File: src/hw/rtl/sl_packet_header_parser_macros.svh
// Assertion macros used by the sync-layer parser controller RTL.
`ifndef SL_PACKET_HEADER_PARSER_MACROS_SVH
`define SL_PACKET_HEADER_PARSER_MACROS_SVH

// Implication or plain property, sampled on clk_i, off during reset.
`define SLP_ASSERT(lbl, prop, msg) \
  lbl: assert property (@(posedge clk_i) disable iff (!rst_ni) prop) else $error(msg);

// Condition that must never be seen.
`define SLP_ASSERT_NEVER(lbl, cond, msg) \
  lbl: assert property (@(posedge clk_i) disable iff (!rst_ni) !(cond)) else $error(msg);

`endif

File: src/hw/rtl/slphp_pkg.sv
// Shared types and constants of the sync-layer packet header parser.
package slphp_pkg;

  localparam int unsigned DefMaxPacketBytes = 65535;
  localparam int unsigned HdrStoreBytes     = 128;
  localparam int unsigned HdrIdxW           = $clog2(HdrStoreBytes);
  localparam int unsigned BitPosW           = 10;   // longest header is at most 789 bits
  localparam logic [19:0] TicksPerSecond    = 20'd1000000;

  localparam int unsigned CfgIdxW  = 3;
  localparam int unsigned CfgDataW = 32;

  typedef enum logic [CfgIdxW-1:0] {
    CFG_ENABLE_FLAGS = 3'd0,
    CFG_TS_RES       = 3'd1,
    CFG_TS_LEN       = 3'd2,
    CFG_OCR_LEN      = 3'd3,
    CFG_AU_LEN_BITS  = 3'd4,
    CFG_RATE_LEN     = 3'd5,
    CFG_SEQ_LENS     = 3'd6
  } cfg_idx_e;

  typedef struct packed {
    logic [5:0]  enable_flags;
    logic [31:0] ts_res;
    logic [6:0]  ts_len;
    logic [6:0]  ocr_len;
    logic [5:0]  au_len_bits;
    logic [7:0]  rate_len;
    logic [13:0] seq_lens;
  } cfg_t;

  localparam cfg_t CfgReset = '{
    enable_flags: 6'd16,
    ts_res:       32'd1000,
    ts_len:       7'd32,
    ocr_len:      7'd0,
    au_len_bits:  6'd0,
    rate_len:     8'd0,
    seq_lens:     14'd0
  };

  // enable_flags bit positions
  localparam int unsigned EnAuStart = 0;
  localparam int unsigned EnAuEnd   = 1;
  localparam int unsigned EnRandAcc = 2;
  localparam int unsigned EnPadding = 3;
  localparam int unsigned EnTstamp  = 4;
  localparam int unsigned EnIdle    = 5;

  typedef struct packed {
    logic       byte_we;
    logic       parse_start;
    logic       fe_start;
    logic [7:0] fe_len;
    logic       cap_dts;
    logic       cap_cts;
    logic       sc_start;
    logic       sc_sel;     // 0 DTS, 1 CTS
    logic       sc_en;
    logic       load_out;
    logic       au_start;
    logic       au_end;
    logic       pad_all;
  } ctrl_cmd_t;

  typedef struct packed {
    logic fe_busy;
    logic fe_bit;
    logic pad_nz;
    logic sc_busy;
    logic out_full;
  } dp_sts_t;

endpackage

File: src/hw/rtl/slphp_datapath.sv
// Datapath: header byte store, bit reader, timestamp scaler and result register.
module slphp_datapath #(
  parameter int unsigned MAX_PACKET_BYTES = slphp_pkg::DefMaxPacketBytes
) (
  input  logic                  clk_i,
  input  logic                  rst_ni,
  input  slphp_pkg::ctrl_cmd_t  cmd_i,
  output slphp_pkg::dp_sts_t    sts_o,
  input  logic [7:0]            data_byte_i,
  input  logic [31:0]           ts_res_i,
  input  logic                  out_ready_i,
  output logic                  out_valid_o,
  output logic                  au_start_o,
  output logic                  au_end_o,
  output logic [63:0]           decode_time_o,
  output logic [63:0]           present_time_o,
  output logic [15:0]           header_bytes_o
);
  import slphp_pkg::*;

  localparam int unsigned LimitInt = (MAX_PACKET_BYTES < 65535) ? MAX_PACKET_BYTES : 65535;
  localparam logic [15:0] Limit    = 16'(LimitInt);

  typedef enum logic [1:0] {SC_MUL, SC_SUM, SC_DIV} sc_e;

  logic [7:0]         mem [HdrStoreBytes];
  logic [7:0]         rd_q;
  logic [15:0]        byte_cnt_q;
  logic [BitPosW-1:0] bitpos_q;
  logic               fe_busy_q, fe_ph_q;
  logic [7:0]         fe_left_q;
  logic [63:0]        shift_q;
  logic [63:0]        dts_raw_q, cts_raw_q;
  logic [63:0]        dts_res_q, cts_res_q;
  logic               sc_busy_q, sc_sel_q;
  sc_e                sc_st_q;
  logic [51:0]        plo_q;
  logic [31:0]        phi_q;
  logic [63:0]        quo_q;
  logic [31:0]        rem_q;
  logic [5:0]         div_cnt_q;
  logic               out_valid_q;

  logic               cur_bit;
  logic [63:0]        raw_sel;
  logic [32:0]        trial;
  logic               qbit;
  logic [31:0]        rem_nxt;
  logic [63:0]        quo_nxt;
  logic [7:0]         hb_bits;
  logic [15:0]        hb_val;

  always_comb begin
    cur_bit = (16'(bitpos_q[BitPosW-1:3]) < byte_cnt_q) & rd_q[3'd7 - bitpos_q[2:0]];
    raw_sel = sc_sel_q ? cts_raw_q : dts_raw_q;
    trial   = {rem_q, quo_q[63]};
    qbit    = (trial >= {1'b0, ts_res_i});
    rem_nxt = qbit ? 32'(trial - {1'b0, ts_res_i}) : trial[31:0];
    quo_nxt = {quo_q[62:0], qbit};
    hb_bits = 8'(({1'b0, bitpos_q} + 11'd7) >> 3);
    if (cmd_i.pad_all) begin
      hb_val = byte_cnt_q;
    end else if (16'(hb_bits) > byte_cnt_q) begin
      hb_val = byte_cnt_q;
    end else begin
      hb_val = 16'(hb_bits);
    end
  end

  // header store, read every cycle at the current bit's byte
  always_ff @(posedge clk_i) begin
    if (cmd_i.byte_we && (byte_cnt_q < 16'(HdrStoreBytes))) begin
      mem[byte_cnt_q[HdrIdxW-1:0]] <= data_byte_i;
    end
    rd_q <= mem[bitpos_q[BitPosW-1:3]];
  end

  always_ff @(posedge clk_i or negedge rst_ni) begin
    if (!rst_ni) begin
      byte_cnt_q <= '0;
      bitpos_q   <= '0;
      fe_busy_q  <= 1'b0;
      fe_ph_q    <= 1'b0;
      fe_left_q  <= '0;
      sc_busy_q  <= 1'b0;
      sc_sel_q   <= 1'b0;
      sc_st_q    <= SC_MUL;
      div_cnt_q  <= '0;
      out_valid_q <= 1'b0;
    end else begin
      if (cmd_i.load_out) begin
        byte_cnt_q <= '0;
      end else if (cmd_i.byte_we && (byte_cnt_q < Limit)) begin
        byte_cnt_q <= byte_cnt_q + 16'd1;
      end

      if (cmd_i.parse_start) begin
        bitpos_q <= '0;
      end else if (fe_busy_q && fe_ph_q) begin
        bitpos_q <= bitpos_q + BitPosW'(1);
      end

      if (cmd_i.fe_start) begin
        fe_busy_q <= 1'b1;
        fe_ph_q   <= 1'b0;
        fe_left_q <= cmd_i.fe_len;
      end else if (fe_busy_q) begin
        fe_ph_q <= ~fe_ph_q;
        if (fe_ph_q) begin
          fe_left_q <= fe_left_q - 8'd1;
          if (fe_left_q == 8'd1) fe_busy_q <= 1'b0;
        end
      end

      if (cmd_i.sc_start) begin
        sc_busy_q <= cmd_i.sc_en;
        sc_sel_q  <= cmd_i.sc_sel;
        sc_st_q   <= SC_MUL;
      end else if (sc_busy_q) begin
        unique case (sc_st_q)
          SC_MUL: sc_st_q <= SC_SUM;
          SC_SUM: begin
            sc_st_q   <= SC_DIV;
            div_cnt_q <= '0;
          end
          SC_DIV: begin
            div_cnt_q <= div_cnt_q + 6'd1;
            if (div_cnt_q == 6'd63) sc_busy_q <= 1'b0;
          end
          default: sc_st_q <= SC_MUL;
        endcase
      end

      if (cmd_i.load_out) begin
        out_valid_q <= 1'b1;
      end else if (out_ready_i) begin
        out_valid_q <= 1'b0;
      end
    end
  end

  // payload registers
  always_ff @(posedge clk_i) begin
    if (cmd_i.fe_start) begin
      shift_q <= '0;
    end else if (fe_busy_q && fe_ph_q) begin
      shift_q <= {shift_q[62:0], cur_bit};
    end
    if (cmd_i.parse_start) begin
      dts_raw_q <= '0;
      cts_raw_q <= '0;
    end else begin
      if (cmd_i.cap_dts) dts_raw_q <= shift_q;
      if (cmd_i.cap_cts) cts_raw_q <= shift_q;
    end

    if (cmd_i.sc_start && !cmd_i.sc_en) begin
      if (cmd_i.sc_sel) cts_res_q <= '0;
      else              dts_res_q <= '0;
    end else if (sc_busy_q) begin
      unique case (sc_st_q)
        SC_MUL: begin
          plo_q <= raw_sel[31:0] * TicksPerSecond;
          phi_q <= 32'(raw_sel[63:32] * TicksPerSecond);
        end
        SC_SUM: begin
          quo_q <= {12'd0, plo_q} + {phi_q, 32'd0};
          rem_q <= '0;
        end
        SC_DIV: begin
          quo_q <= quo_nxt;
          rem_q <= rem_nxt;
          if (div_cnt_q == 6'd63) begin
            if (sc_sel_q) cts_res_q <= quo_nxt + 64'd1;
            else          dts_res_q <= quo_nxt + 64'd1;
          end
        end
        default: ;
      endcase
    end

    if (cmd_i.load_out) begin
      au_start_o     <= cmd_i.au_start;
      au_end_o       <= cmd_i.au_end;
      decode_time_o  <= dts_res_q;
      present_time_o <= cts_res_q;
      header_bytes_o <= hb_val;
    end
  end

  assign out_valid_o    = out_valid_q;
  assign sts_o.fe_busy  = fe_busy_q;
  assign sts_o.fe_bit   = shift_q[0];
  assign sts_o.pad_nz   = (shift_q[2:0] != 3'd0);
  assign sts_o.sc_busy  = sc_busy_q;
  assign sts_o.out_full = out_valid_q & ~out_ready_i;

endmodule

File: src/hw/rtl/slphp_ctrl.sv
// Controller: walks the header fields, then the two timestamp scalings.
`include "sl_packet_header_parser_macros.svh"

module slphp_ctrl (
  input  logic                 clk_i,
  input  logic                 rst_ni,
  input  slphp_pkg::cfg_t      cfg_i,
  input  logic                 in_valid_i,
  input  logic                 is_last_i,
  output logic                 in_ready_o,
  output slphp_pkg::ctrl_cmd_t cmd_o,
  input  slphp_pkg::dp_sts_t   sts_i
);
  import slphp_pkg::*;

  typedef enum logic [2:0] {
    S_COLLECT, S_PHASE, S_WAIT, S_SC_DTS, S_SC_DWAIT, S_SC_CTS, S_SC_CWAIT, S_FINISH
  } state_e;

  typedef enum logic [4:0] {
    P_AUS, P_AUE, P_OCRF, P_IDLE, P_PADF, P_PADB, P_PKT, P_DPF, P_DP, P_OCR,
    P_RA, P_AUL, P_DTSF, P_CTSF, P_RATEF, P_DTS, P_CTS, P_AULEN, P_RATE
  } phase_e;

  state_e state_q;
  phase_e phase_q;
  logic   aus_q, aue_q, ocrf_q, idle_q, pad_q, padnz_q, dpf_q, dtsf_q, ctsf_q, ratef_q;

  logic       both_clear, aus_eff, aue_eff, body, accept, fe_done;
  logic [7:0] len;
  logic [3:0] dp_len;
  logic [4:0] pkt_len, au_len;

  always_comb begin
    dp_len     = cfg_i.seq_lens[13:10];
    pkt_len    = cfg_i.seq_lens[9:5];
    au_len     = cfg_i.seq_lens[4:0];
    both_clear = ~aus_q & ~aue_q;
    aus_eff    = aus_q | both_clear;
    aue_eff    = aue_q | both_clear;
    body       = ~idle_q & (~pad_q | padnz_q);
    accept     = in_valid_i & (state_q == S_COLLECT);
    fe_done    = (state_q == S_WAIT) & ~sts_i.fe_busy;

    unique case (phase_q)
      P_AUS:   len = 8'(cfg_i.enable_flags[EnAuStart]);
      P_AUE:   len = 8'(cfg_i.enable_flags[EnAuEnd]);
      P_OCRF:  len = 8'(cfg_i.ocr_len != 7'd0);
      P_IDLE:  len = 8'(cfg_i.enable_flags[EnIdle]);
      P_PADF:  len = 8'(cfg_i.enable_flags[EnPadding]);
      P_PADB:  len = pad_q ? 8'd3 : 8'd0;
      P_PKT:   len = body ? 8'(pkt_len) : 8'd0;
      P_DPF:   len = 8'(body && (dp_len != 4'd0));
      P_DP:    len = (body && dpf_q) ? 8'(dp_len) : 8'd0;
      P_OCR:   len = (body && ocrf_q) ? 8'(cfg_i.ocr_len) : 8'd0;
      P_RA:    len = 8'(body && aus_eff && cfg_i.enable_flags[EnRandAcc]);
      P_AUL:   len = (body && aus_eff) ? 8'(au_len) : 8'd0;
      P_DTSF,
      P_CTSF:  len = 8'(body && aus_eff && cfg_i.enable_flags[EnTstamp]);
      P_RATEF: len = 8'(body && aus_eff && (cfg_i.rate_len != 8'd0));
      P_DTS:   len = dtsf_q ? 8'(cfg_i.ts_len) : 8'd0;
      P_CTS:   len = ctsf_q ? 8'(cfg_i.ts_len) : 8'd0;
      P_AULEN: len = (body && aus_eff) ? 8'(cfg_i.au_len_bits) : 8'd0;
      P_RATE:  len = ratef_q ? cfg_i.rate_len : 8'd0;
      default: len = 8'd0;
    endcase

    in_ready_o        = (state_q == S_COLLECT);
    cmd_o             = '0;
    cmd_o.byte_we     = accept;
    cmd_o.parse_start = accept & is_last_i;
    cmd_o.fe_start    = (state_q == S_PHASE) & (len != 8'd0);
    cmd_o.fe_len      = len;
    cmd_o.cap_dts     = fe_done & (phase_q == P_DTS);
    cmd_o.cap_cts     = fe_done & (phase_q == P_CTS);
    cmd_o.sc_start    = (state_q == S_SC_DTS) | (state_q == S_SC_CTS);
    cmd_o.sc_sel      = (state_q == S_SC_CTS);
    cmd_o.sc_en       = ((state_q == S_SC_DTS) ? dtsf_q : ctsf_q) & (cfg_i.ts_res != 32'd0);
    cmd_o.load_out    = (state_q == S_FINISH) & ~sts_i.out_full;
    cmd_o.au_start    = aus_eff;
    cmd_o.au_end      = aue_eff;
    cmd_o.pad_all     = pad_q & ~padnz_q;
  end

  always_ff @(posedge clk_i or negedge rst_ni) begin
    if (!rst_ni) begin
      state_q <= S_COLLECT;
      phase_q <= P_AUS;
      aus_q   <= 1'b0;
      aue_q   <= 1'b0;
      ocrf_q  <= 1'b0;
      idle_q  <= 1'b0;
      pad_q   <= 1'b0;
      padnz_q <= 1'b0;
      dpf_q   <= 1'b0;
      dtsf_q  <= 1'b0;
      ctsf_q  <= 1'b0;
      ratef_q <= 1'b0;
    end else begin
      unique case (state_q)
        S_COLLECT: begin
          if (accept && is_last_i) begin
            state_q <= S_PHASE;
            phase_q <= P_AUS;
            aus_q   <= 1'b0;
            aue_q   <= 1'b0;
            ocrf_q  <= 1'b0;
            idle_q  <= 1'b0;
            pad_q   <= 1'b0;
            padnz_q <= 1'b0;
            dpf_q   <= 1'b0;
            dtsf_q  <= 1'b0;
            ctsf_q  <= 1'b0;
            ratef_q <= 1'b0;
          end
        end
        S_PHASE: begin
          if (len != 8'd0) begin
            state_q <= S_WAIT;
          end else if (phase_q == P_RATE) begin
            state_q <= S_SC_DTS;
          end else begin
            phase_q <= phase_e'(phase_q + 5'd1);
          end
        end
        S_WAIT: begin
          if (!sts_i.fe_busy) begin
            unique case (phase_q)
              P_AUS:   aus_q   <= sts_i.fe_bit;
              P_AUE:   aue_q   <= sts_i.fe_bit;
              P_OCRF:  ocrf_q  <= sts_i.fe_bit;
              P_IDLE:  idle_q  <= sts_i.fe_bit;
              P_PADF:  pad_q   <= sts_i.fe_bit;
              P_PADB:  padnz_q <= sts_i.pad_nz;
              P_DPF:   dpf_q   <= sts_i.fe_bit;
              P_DTSF:  dtsf_q  <= sts_i.fe_bit;
              P_CTSF:  ctsf_q  <= sts_i.fe_bit;
              P_RATEF: ratef_q <= sts_i.fe_bit;
              default: ;
            endcase
            if (phase_q == P_RATE) begin
              state_q <= S_SC_DTS;
            end else begin
              state_q <= S_PHASE;
              phase_q <= phase_e'(phase_q + 5'd1);
            end
          end
        end
        S_SC_DTS:   state_q <= S_SC_DWAIT;
        S_SC_DWAIT: if (!sts_i.sc_busy) state_q <= S_SC_CTS;
        S_SC_CTS:   state_q <= S_SC_CWAIT;
        S_SC_CWAIT: if (!sts_i.sc_busy) state_q <= S_FINISH;
        S_FINISH:   if (!sts_i.out_full) state_q <= S_COLLECT;
        default:    state_q <= S_COLLECT;
      endcase
    end
  end

  `SLP_ASSERT(a_collect_idle, (state_q == S_COLLECT) |-> (!sts_i.fe_busy && !sts_i.sc_busy), "units busy while collecting")
  `SLP_ASSERT(a_fe_start_free, cmd_o.fe_start |-> !sts_i.fe_busy, "field read started while busy")
  `SLP_ASSERT_NEVER(a_sc_overlap, cmd_o.sc_start && sts_i.sc_busy, "scaler restarted while busy")
  `SLP_ASSERT(a_fe_runs, cmd_o.fe_start |=> sts_i.fe_busy, "field read did not start")

endmodule

File: src/hw/rtl/sl_packet_header_parser.sv
// Sync-layer packet header parser: one byte per cycle while collecting a packet.
// After the last byte the header fields are read bit by bit, then DTS and CTS are
// scaled in turn on the shared 64-step radix-2 divider, then the result is loaded.
// Throughput: bytes accepted every cycle in collect; the packet end stalls the input
// for the parse and the shared divider. Reset: async active-low, config to defaults.
module sl_packet_header_parser #(
  parameter int unsigned MAX_PACKET_BYTES = slphp_pkg::DefMaxPacketBytes
) (
  input  logic                          clk_i,
  input  logic                          rst_ni,
  // packet bytes
  input  logic                          in_valid_i,
  output logic                          in_ready_o,
  input  logic [7:0]                    data_byte_i,
  input  logic                          is_last_i,
  // one result per packet
  output logic                          out_valid_o,
  input  logic                          out_ready_i,
  output logic                          au_start_o,
  output logic                          au_end_o,
  output logic [63:0]                   decode_time_o,
  output logic [63:0]                   present_time_o,
  output logic [15:0]                   header_bytes_o,
  // register writes
  input  logic                          cfg_valid_i,
  output logic                          cfg_ready_o,
  input  logic [slphp_pkg::CfgIdxW-1:0] cfg_index_i,
  input  logic [slphp_pkg::CfgDataW-1:0] cfg_data_i
);
  import slphp_pkg::*;

  cfg_t      cfg_q;
  ctrl_cmd_t cmd;
  dp_sts_t   sts;

  // register file; user must write only while idle (unenforced), else parse hazard
  assign cfg_ready_o = 1'b1;

  always_ff @(posedge clk_i or negedge rst_ni) begin
    if (!rst_ni) begin
      cfg_q <= CfgReset;
    end else if (cfg_valid_i) begin
      unique case (cfg_index_i)
        CFG_ENABLE_FLAGS: cfg_q.enable_flags <= cfg_data_i[5:0];
        CFG_TS_RES:       cfg_q.ts_res       <= cfg_data_i[31:0];
        CFG_TS_LEN:       cfg_q.ts_len       <= cfg_data_i[6:0];
        CFG_OCR_LEN:      cfg_q.ocr_len      <= cfg_data_i[6:0];
        CFG_AU_LEN_BITS:  cfg_q.au_len_bits  <= cfg_data_i[5:0];
        CFG_RATE_LEN:     cfg_q.rate_len     <= cfg_data_i[7:0];
        CFG_SEQ_LENS:     cfg_q.seq_lens     <= cfg_data_i[13:0];
        default: ;  // unused index: write dropped
      endcase
    end
  end

  // field sequencing and handshakes
  slphp_ctrl u_ctrl (
    .clk_i      (clk_i),
    .rst_ni     (rst_ni),
    .cfg_i      (cfg_q),
    .in_valid_i (in_valid_i),
    .is_last_i  (is_last_i),
    .in_ready_o (in_ready_o),
    .cmd_o      (cmd),
    .sts_i      (sts)
  );

  // byte store, bit reader, scaler, result register
  slphp_datapath #(
    .MAX_PACKET_BYTES (MAX_PACKET_BYTES)
  ) u_dp (
    .clk_i          (clk_i),
    .rst_ni         (rst_ni),
    .cmd_i          (cmd),
    .sts_o          (sts),
    .data_byte_i    (data_byte_i),
    .ts_res_i       (cfg_q.ts_res),
    .out_ready_i    (out_ready_i),
    .out_valid_o    (out_valid_o),
    .au_start_o     (au_start_o),
    .au_end_o       (au_end_o),
    .decode_time_o  (decode_time_o),
    .present_time_o (present_time_o),
    .header_bytes_o (header_bytes_o)
  );

endmodule
File: config.mk
export PLATFORM = sky130hd
export DESIGN_NAME = sl_packet_header_parser
export DESIGN_NICKNAME = d
export VERILOG_FILES = /design/src/hw/rtl/slphp_pkg.sv /design/src/hw/rtl/slphp_datapath.sv /design/src/hw/rtl/slphp_ctrl.sv /design/src/hw/rtl/sl_packet_header_parser.sv
export VERILOG_INCLUDE_DIRS = /design/src /design/src/hw/rtl
export SDC_FILE = /design/constraint.sdc
export NUM_CORES = 2
export LEC_CHECK = 0
export ABC_AREA = 1
export BUFFER_PORTS_ARGS = -buffer_cell sky130_fd_sc_hd__buf_2
export CAP_MARGIN = 0
export CORE_UTILIZATION = 40
export CTS_CLUSTER_DIAMETER = 120
export DETAILED_ROUTE_END_ITERATION = 12
export PLACE_DENSITY = 0.57
export REMOVE_ABC_BUFFERS = 1
export SLEW_MARGIN = 20
export SYNTH_ARGS = -nofsm -noshare
export SYNTH_HDL_FRONTEND = slang
export SYNTH_HIERARCHICAL = 1
export SYNTH_SLANG_ARGS = --single-unit
File: constraint.sdc
create_clock -name clk_i -period 16.62 [get_ports clk_i]
set_clock_uncertainty 0.05 [all_clocks]
set_input_delay 3.324 -clock clk_i [delete_from_list [all_inputs] [get_ports clk_i]]
set_output_delay 3.324 -clock clk_i [all_outputs]
set_load 0.03 [all_outputs]
======== Yosys cells after proc, flatten, opt, wreduce, memory -nomap -nowiden ========
Memories as Yosys holds them, arrays and structs flattened. A register that Yosys moved wholly into a read port is not among the register bits.
Index checks and enable logic that the tools add are counted.
storage, ports and cells
  output and inout bits ................... 149
  word-level logic and storage cells ...... 310
  memory bits (writable) .................. 1,024
  memories kept ........................... 1
  register bits ........................... 779
  input port bits ......................... 49
memory list
  memory    words  width  rd ports  clocked after Yosys merged registers in  wr ports  RTL line              source
  u_dp.mem  128    8      1         1                                        1         slphp_datapath.sv:26  logic [7:0] mem [HdrStoreBytes];
operators by class
  magnitude comparators ................... 6
  reduce and logical (&&, ||, !) cells .... 63
  add/subtract/negate cells ............... 10
  equal/unequal tests ..................... 56
  multiply operators ...................... 2
  bitwise operators ....................... 28
  mux-type cells .......................... 101
operator list
  kind                      count
  $mux W64                  13
  $pmux W8 S18              1
  $pmux W64 S2              1
  $add A52 B64 Y64          1
  $add A64 B1 Y64 const B   1
  $mux W16                  4
  $pmux W32 S2              1
  $mul A32 B14 Y46 const B  1
  $reduce_and A4 Y1         11
  $eq A5 B4 Y1 const B      8
  $mux W1                   37
  $ne A2 B2 Y1 const B      17
  $ge A33 B32 Y1            1
  $mul A32 B14 Y26 const B  1
  $mux W32                  1
  $mux W8                   4
  $reduce_bool A32 Y1       1
  $sub A32 B32 Y32          1
  $mux W5                   6
  $pmux W3 S8               1
  $reduce_bool A2 Y1        12
  $eq A3 B3 Y1 const B      7
  $mux W3                   7
  $mux W7                   3
  other kinds (50)          125

======== Depth between registers and ports, before layout ========
  word-level depth ........................ 10
  mapped depth ............................ 29
  gate-level depth less buffers ........... 27

======== Modules after synthesis ========
The synthesis kept the hierarchy.
modules (own cells, without submodules)
  module                   sequential area each (sq um)  instances  cells each  area each (sq um)
  slphp_datapath           48,841.8                      1          7,155       80,111.8
  sl_packet_header_parser  2,011.9                       1          361         3,253.1
  slphp_ctrl               450.4                         1          409         2,356.0

======== Least setup slack after synthesis ========
OpenSTA, ideal clock, no wires.
  kind .................................... input to register
  start point ............................. input port out_ready_i
  end point ............................... register u_dp.byte_cnt_q[1]
  required time ........................... 16,440 ps
  data arrival time ....................... 10,770 ps
  path buffers ............................ 1
  setup slack ............................. 5,671 ps
  library setup time ...................... 130 ps
  cell stages on the path ................. 6
  cell sequence ........................... nor2_1 -> nor2_1 -> inv_1 -> clkbuf_1 -> nand3_1 -> o21ai_0
RTL lines
  element               RTL line                       source
  from (decl)           sl_packet_header_parser.sv:18  input logic out_ready_i,
  to (signal assigned)  slphp_datapath.sv:94           byte_cnt_q <= byte_cnt_q + 16'd1;
  to (decl)             slphp_datapath.sv:28           logic [15:0] byte_cnt_q;

======== Worst setup path after layout ========
  start point ............................. register u_dp.sc_sel_q
  end point ............................... register u_dp.plo_q[51] (data pin)
on the way
  word-level cells in the longest chain between the ends .. 2
RTL lines
  element                 RTL line               source
  from (decl)             slphp_datapath.sv:35   logic sc_busy_q, sc_sel_q;
  from (signal assigned)  slphp_datapath.sv:117  sc_sel_q <= cmd_i.sc_sel;
  $mux W64                slphp_datapath.sv:55   raw_sel = sc_sel_q ? cts_raw_q : dts_raw_q;
  $mul A32 B14 Y46        slphp_datapath.sv:163  plo_q <= raw_sel[31:0] * TicksPerSecond;
  to (signal assigned)    slphp_datapath.sv:163
  to (decl)               slphp_datapath.sv:37   logic [51:0] plo_q;
Every way passes these cells.
A chain may end at the register's enable or synchronous reset.

==> metrics.md <==
| Metric | Value |
|---|---|
| Status | `finished, violations left` |
| Failing checks | `design-rule violations` |
| Area delta synth->final | `11.7%` |
| Min-Delay Path Class | `flop to flop` |
| EDFF count, synth | `1466` |
| Worst-case reg-to-reg path depth | `26` |
| Port Buffers | `196` |
| Setup slack, reg-to-reg | `8.87 ns` |
| H-tree depth | `4` |
| CTS Hold Bufs | `0` |
| Ys async rst share | `8.09%` |
| Hold path depth | `0` |
| Root Driver | `clkbuf_16` |
| Num CTS Buffers | `187` |
| Synth unique cells | `68` |
| Die area | `216000 sq um` |
| YS warnings | `6` |
| CP arrival | `8.24 ns` |
| Chip Width | `465 um` |
| Clk slew on worst S/H paths | `0.06 ns` |
| Power per cell area | `175 nW/um^2` |
| Global placer's final weighted congestion | `0.915` |
| Max clock buf depth | `3` |
| Largest net degree at the start of global routing | `198` |
| Register area | `51300 sq um` |
| Max frequency | `0.129 GHz` |
| Max-cap violations | `0` |
| Synth top area share | `51.4%` |
| Cell Count Post-Placement | `10.7k` |
| Final antenna-violating net count | `0` |
| Detailed Route WL | `233000 um` |
| Main area contributors after synthesis | `edfxtp_1 51%, o21ai_0 5.1%, fa_1 4.7%` |
| Hold path start | `u_dp/dts_res_q[57]` |
| Max FO, Critical Path | `54` |
| CTS tree | `yes` |
| Gr usage total | `21.3%` |
| VDD IR max | `0.119 mV` |
| Seq cells post-synth | `1793` |
| Final Total Pwr | `16.7 mW` |
| Final Critical Period | `7.75 ns` |
| Critical Path Start Type | `flop` |
| HPWL Detailed | `154000 um` |
| Die span in y | `465 um` |
| Fill cells | `19.8k` |
| Setup Buffers After CTS | `0` |
| Post-synth top cells | `1466 x edfxtp_1, 1031 x nor2_1, 1006 x nand2_1` |
| Wire per inst | `21.2 um` |
| IO Pins | `198` |
| Unrepaired setup endpoints after global routing | `false` |
| Worst R2R End | `u_dp/plo_q[51]` |
| Fin cells | `11.0k` |
| Lkg Pwr | `36.8 nW` |
| CP endpoint kind | `flop` |
| Tcrit/Tclk final | `46.6%` |
| Nets | `8571` |
| Detailed Routing Iterations Pass 1 | `12` |
| Number of global-route vias before repair | `58.0k` |
| Final hold violation count | `0` |
| Via density | `5.38` |
| Drt drc | `42` |
| First-pass GRT wire length | `356000 um` |
| Global route overflow | `0` |
| Cell area after synthesis | `85700 sq um` |
| Main synth FF type | `edfxtp_1` |
| Post-synth top area cell | `edfxtp_1` |
| Slew headroom | `24.1%` |
| Clock Sinks | `1793` |
| Syn Area/Cell | `10.8 sq um` |
| Initial antenna violation count | `7` |
| Core ar. | `213000 sq um` |
| Layout cells sized above 1 | `8.74%` |
| Worst-Margin Slew | `1.14 ns` |
| Post-route cell area | `95700 sq um` |
| Gate Count Post-Synth | `7925` |
| Cts repair resizes | `0` |
| Critical path type | `flop to flop` |
| DR iter-0 viols | `5739` |
| Starting Density | `40.3%` |
| Finish-stage setup viols | `0` |
| Placed inst area | `89300 sq um` |
| Slew Limit Fails | `0` |
| Most numerous cell in the Yosys netlist | `edfxtp_1` |
| Crit Reg-Reg Startpoint | `u_dp/sc_sel_q` |
| Row Count | `169` |
| DR vias | `59.3k` |
| Worst-skew pair later-pin latency | `0.87 ns` |
| Footprint of the multi-input gates | `30100 sq um` |
| Sequential area share after synthesis | `59.9%` |
| Worst Hold Endpoint | `u_dp/decode_time_o[57]` |
| Req. time, crit path | `17.11 ns` |
## worst max-delay path by stage
| stage | to | slack, ns | cells past startpoint | start |
|---|---|---|---|---|
| after global placement | u_dp/plo_q[51] | 8.99 | 26 | u_dp/sc_sel_q |
| after CTS | u_dp/plo_q[51] | 8.86 | 26 | u_dp/sc_sel_q |
| after detailed placement | u_dp/plo_q[51] | 8.91 | 26 | u_dp/sc_sel_q |
| after global routing | u_dp/plo_q[51] | 8.32 | 26 | u_dp/sc_sel_q |
| final | u_dp/plo_q[51] | 8.87 | 26 | u_dp/sc_sel_q |
| after floorplan | u_dp/header_bytes_o[1] | -1.79 | 12 | u_dp/bitpos_q[3] |
## stage by stage
stage / util (%) / worst slack [ns] / TNS [ns] / hold slack [ns]
6_report: 45.0 / 8.87 / 0 / 0.338
5_1_grt: 45.0 / 8.32 / 0 / 0.367
4_1_cts: 45.0 / 8.86 / 0 / 0.338
3_5_place_dp: 42.0 / 8.91 / 0 / 0.355
3_3_place_gp: 42.0 / 8.99 / 0 / 0.352
2_1_floorplan: - / -1.79 / -24.05 / 0.350
## critical path: stages, from the launching register on
cell and delay (ns):
dfrtp_2 0.50, buf_4 0.51, inv_2 0.04, buf_4 0.30, or2_2 0.34, o21ai_0 0.35, inv_1 0.39, fa_1 0.58
inv_1 0.06, fa_1 0.53, inv_1 0.06, fa_1 0.53, inv_1 0.05, fa_1 0.53, inv_1 0.04, ha_1 0.30
fa_1 0.48, ha_1 0.42, nand2_1 0.10, nor2_1 0.11, inv_1 0.07, nor4_1 0.39, nand3_1 0.13, nand3_1 0.23
nand3_1 0.11, nand3_1 0.10, xor2_1 0.07
## where the power goes
group / total, mW / switching [mW] / internal [mW]
Clock: 4.28 / 1.82 / 2.46
Combinational: 6.36 / 4.45 / 1.91
Sequential: 6.07 / 0.355 / 5.72
## cell families (layout without fill, tap and decap cells)
| group | Yosys count | count (layout) | synth area share, % |
|---|---|---|---|
| xor+xnor | 142 | 142 | 1.45 |
| mux | 5 | 5 | 0.0584 |
| flops | 1793 | 1793 | 59.9 |
| compound gates | 1694 | 1694 | 11.1 |
| buf+inv | 1116 | 1371 | 5.16 |
| fa+ha+maj | 499 | 499 | 9.06 |
| other cells | 1 | 8 | 0.00437 |
| simple gates | 2675 | 2675 | 13.4 |
## flip-flops by register name (all words and copies together) (netlist names), 2 cells and up
name                 count
u_dp/mem              1024
cfg_q                   80
u_dp/cts_res_q          64
u_dp/decode_time_o      64
u_dp/dts_res_q          64
u_dp/present_time_o     64
u_dp/quo_q              64
u_dp/cts_raw_q          58
u_dp/dts_raw_q          58
u_dp/shift_q            58
u_dp/plo_q              46
u_dp/rem_q              32
u_dp/phi_q              26
u_dp/byte_cnt_q         16
u_dp/header_bytes_o     16
u_dp/bitpos_q           10
u_dp/fe_left_q           8
u_dp/rd_q                8
u_dp/div_cnt_q           6
u_ctrl/phase_q           5
u_ctrl/state_q           3
u_dp/sc_st_q             2
## cell type report
type	instances	share of cell area [%]
clock inverter	113	1.50
clock buffer	233	5.13
multi-input combinational	5016	31.4
sequential	1793	53.6
inverter	765	3.02
tap	2821	3.69
timing repair buffer	260	1.60
antenna	7	0.0183
## cell usage in the layout, fill, tap and decap left out, types with 11 or more instances in the layout
cell and count:
a21o_1 13, a21oi_1 338, a31oi_1 30, buf_2 187, buf_4 68, bufinv_16 22, clkbuf_1 41, clkbuf_16 188
clkinv_1 35, clkinv_16 11, clkinv_2 29, dfrtp_1 133, dfxtp_1 182, edfxtp_1 1466, fa_1 203, ha_1 295
inv_1 738, inv_2 17, nand2_1 1003, nand2_2 17, nand3_1 304, nand3b_1 12, nand4_1 77, nor2_1 1024
nor2_2 16, nor2_4 20, nor3_1 84, nor4_1 25, o211ai_1 39, o21ai_0 877, o21ai_1 23, o21bai_1 19
o221ai_1 94, o22ai_1 216, or2_2 51, xnor2_1 52, xor2_1 90
## per-layer routing
metal | vias to the layer above | share of wire (%) | wire length, um | global-route usage [%]
li1 | 27843 | - | - | -
met1 | 29249 | 45 | 104000 | 30.3
met2 | 1891 | 47 | 109000 | 34.3
met3 | 291 | 6.4 | 14900 | 2.97
met4 | 0 | 2.1 | 4940 | 5.26
met5 | - | 0 | 0 | 0
(Power assumes the default switching activity.)
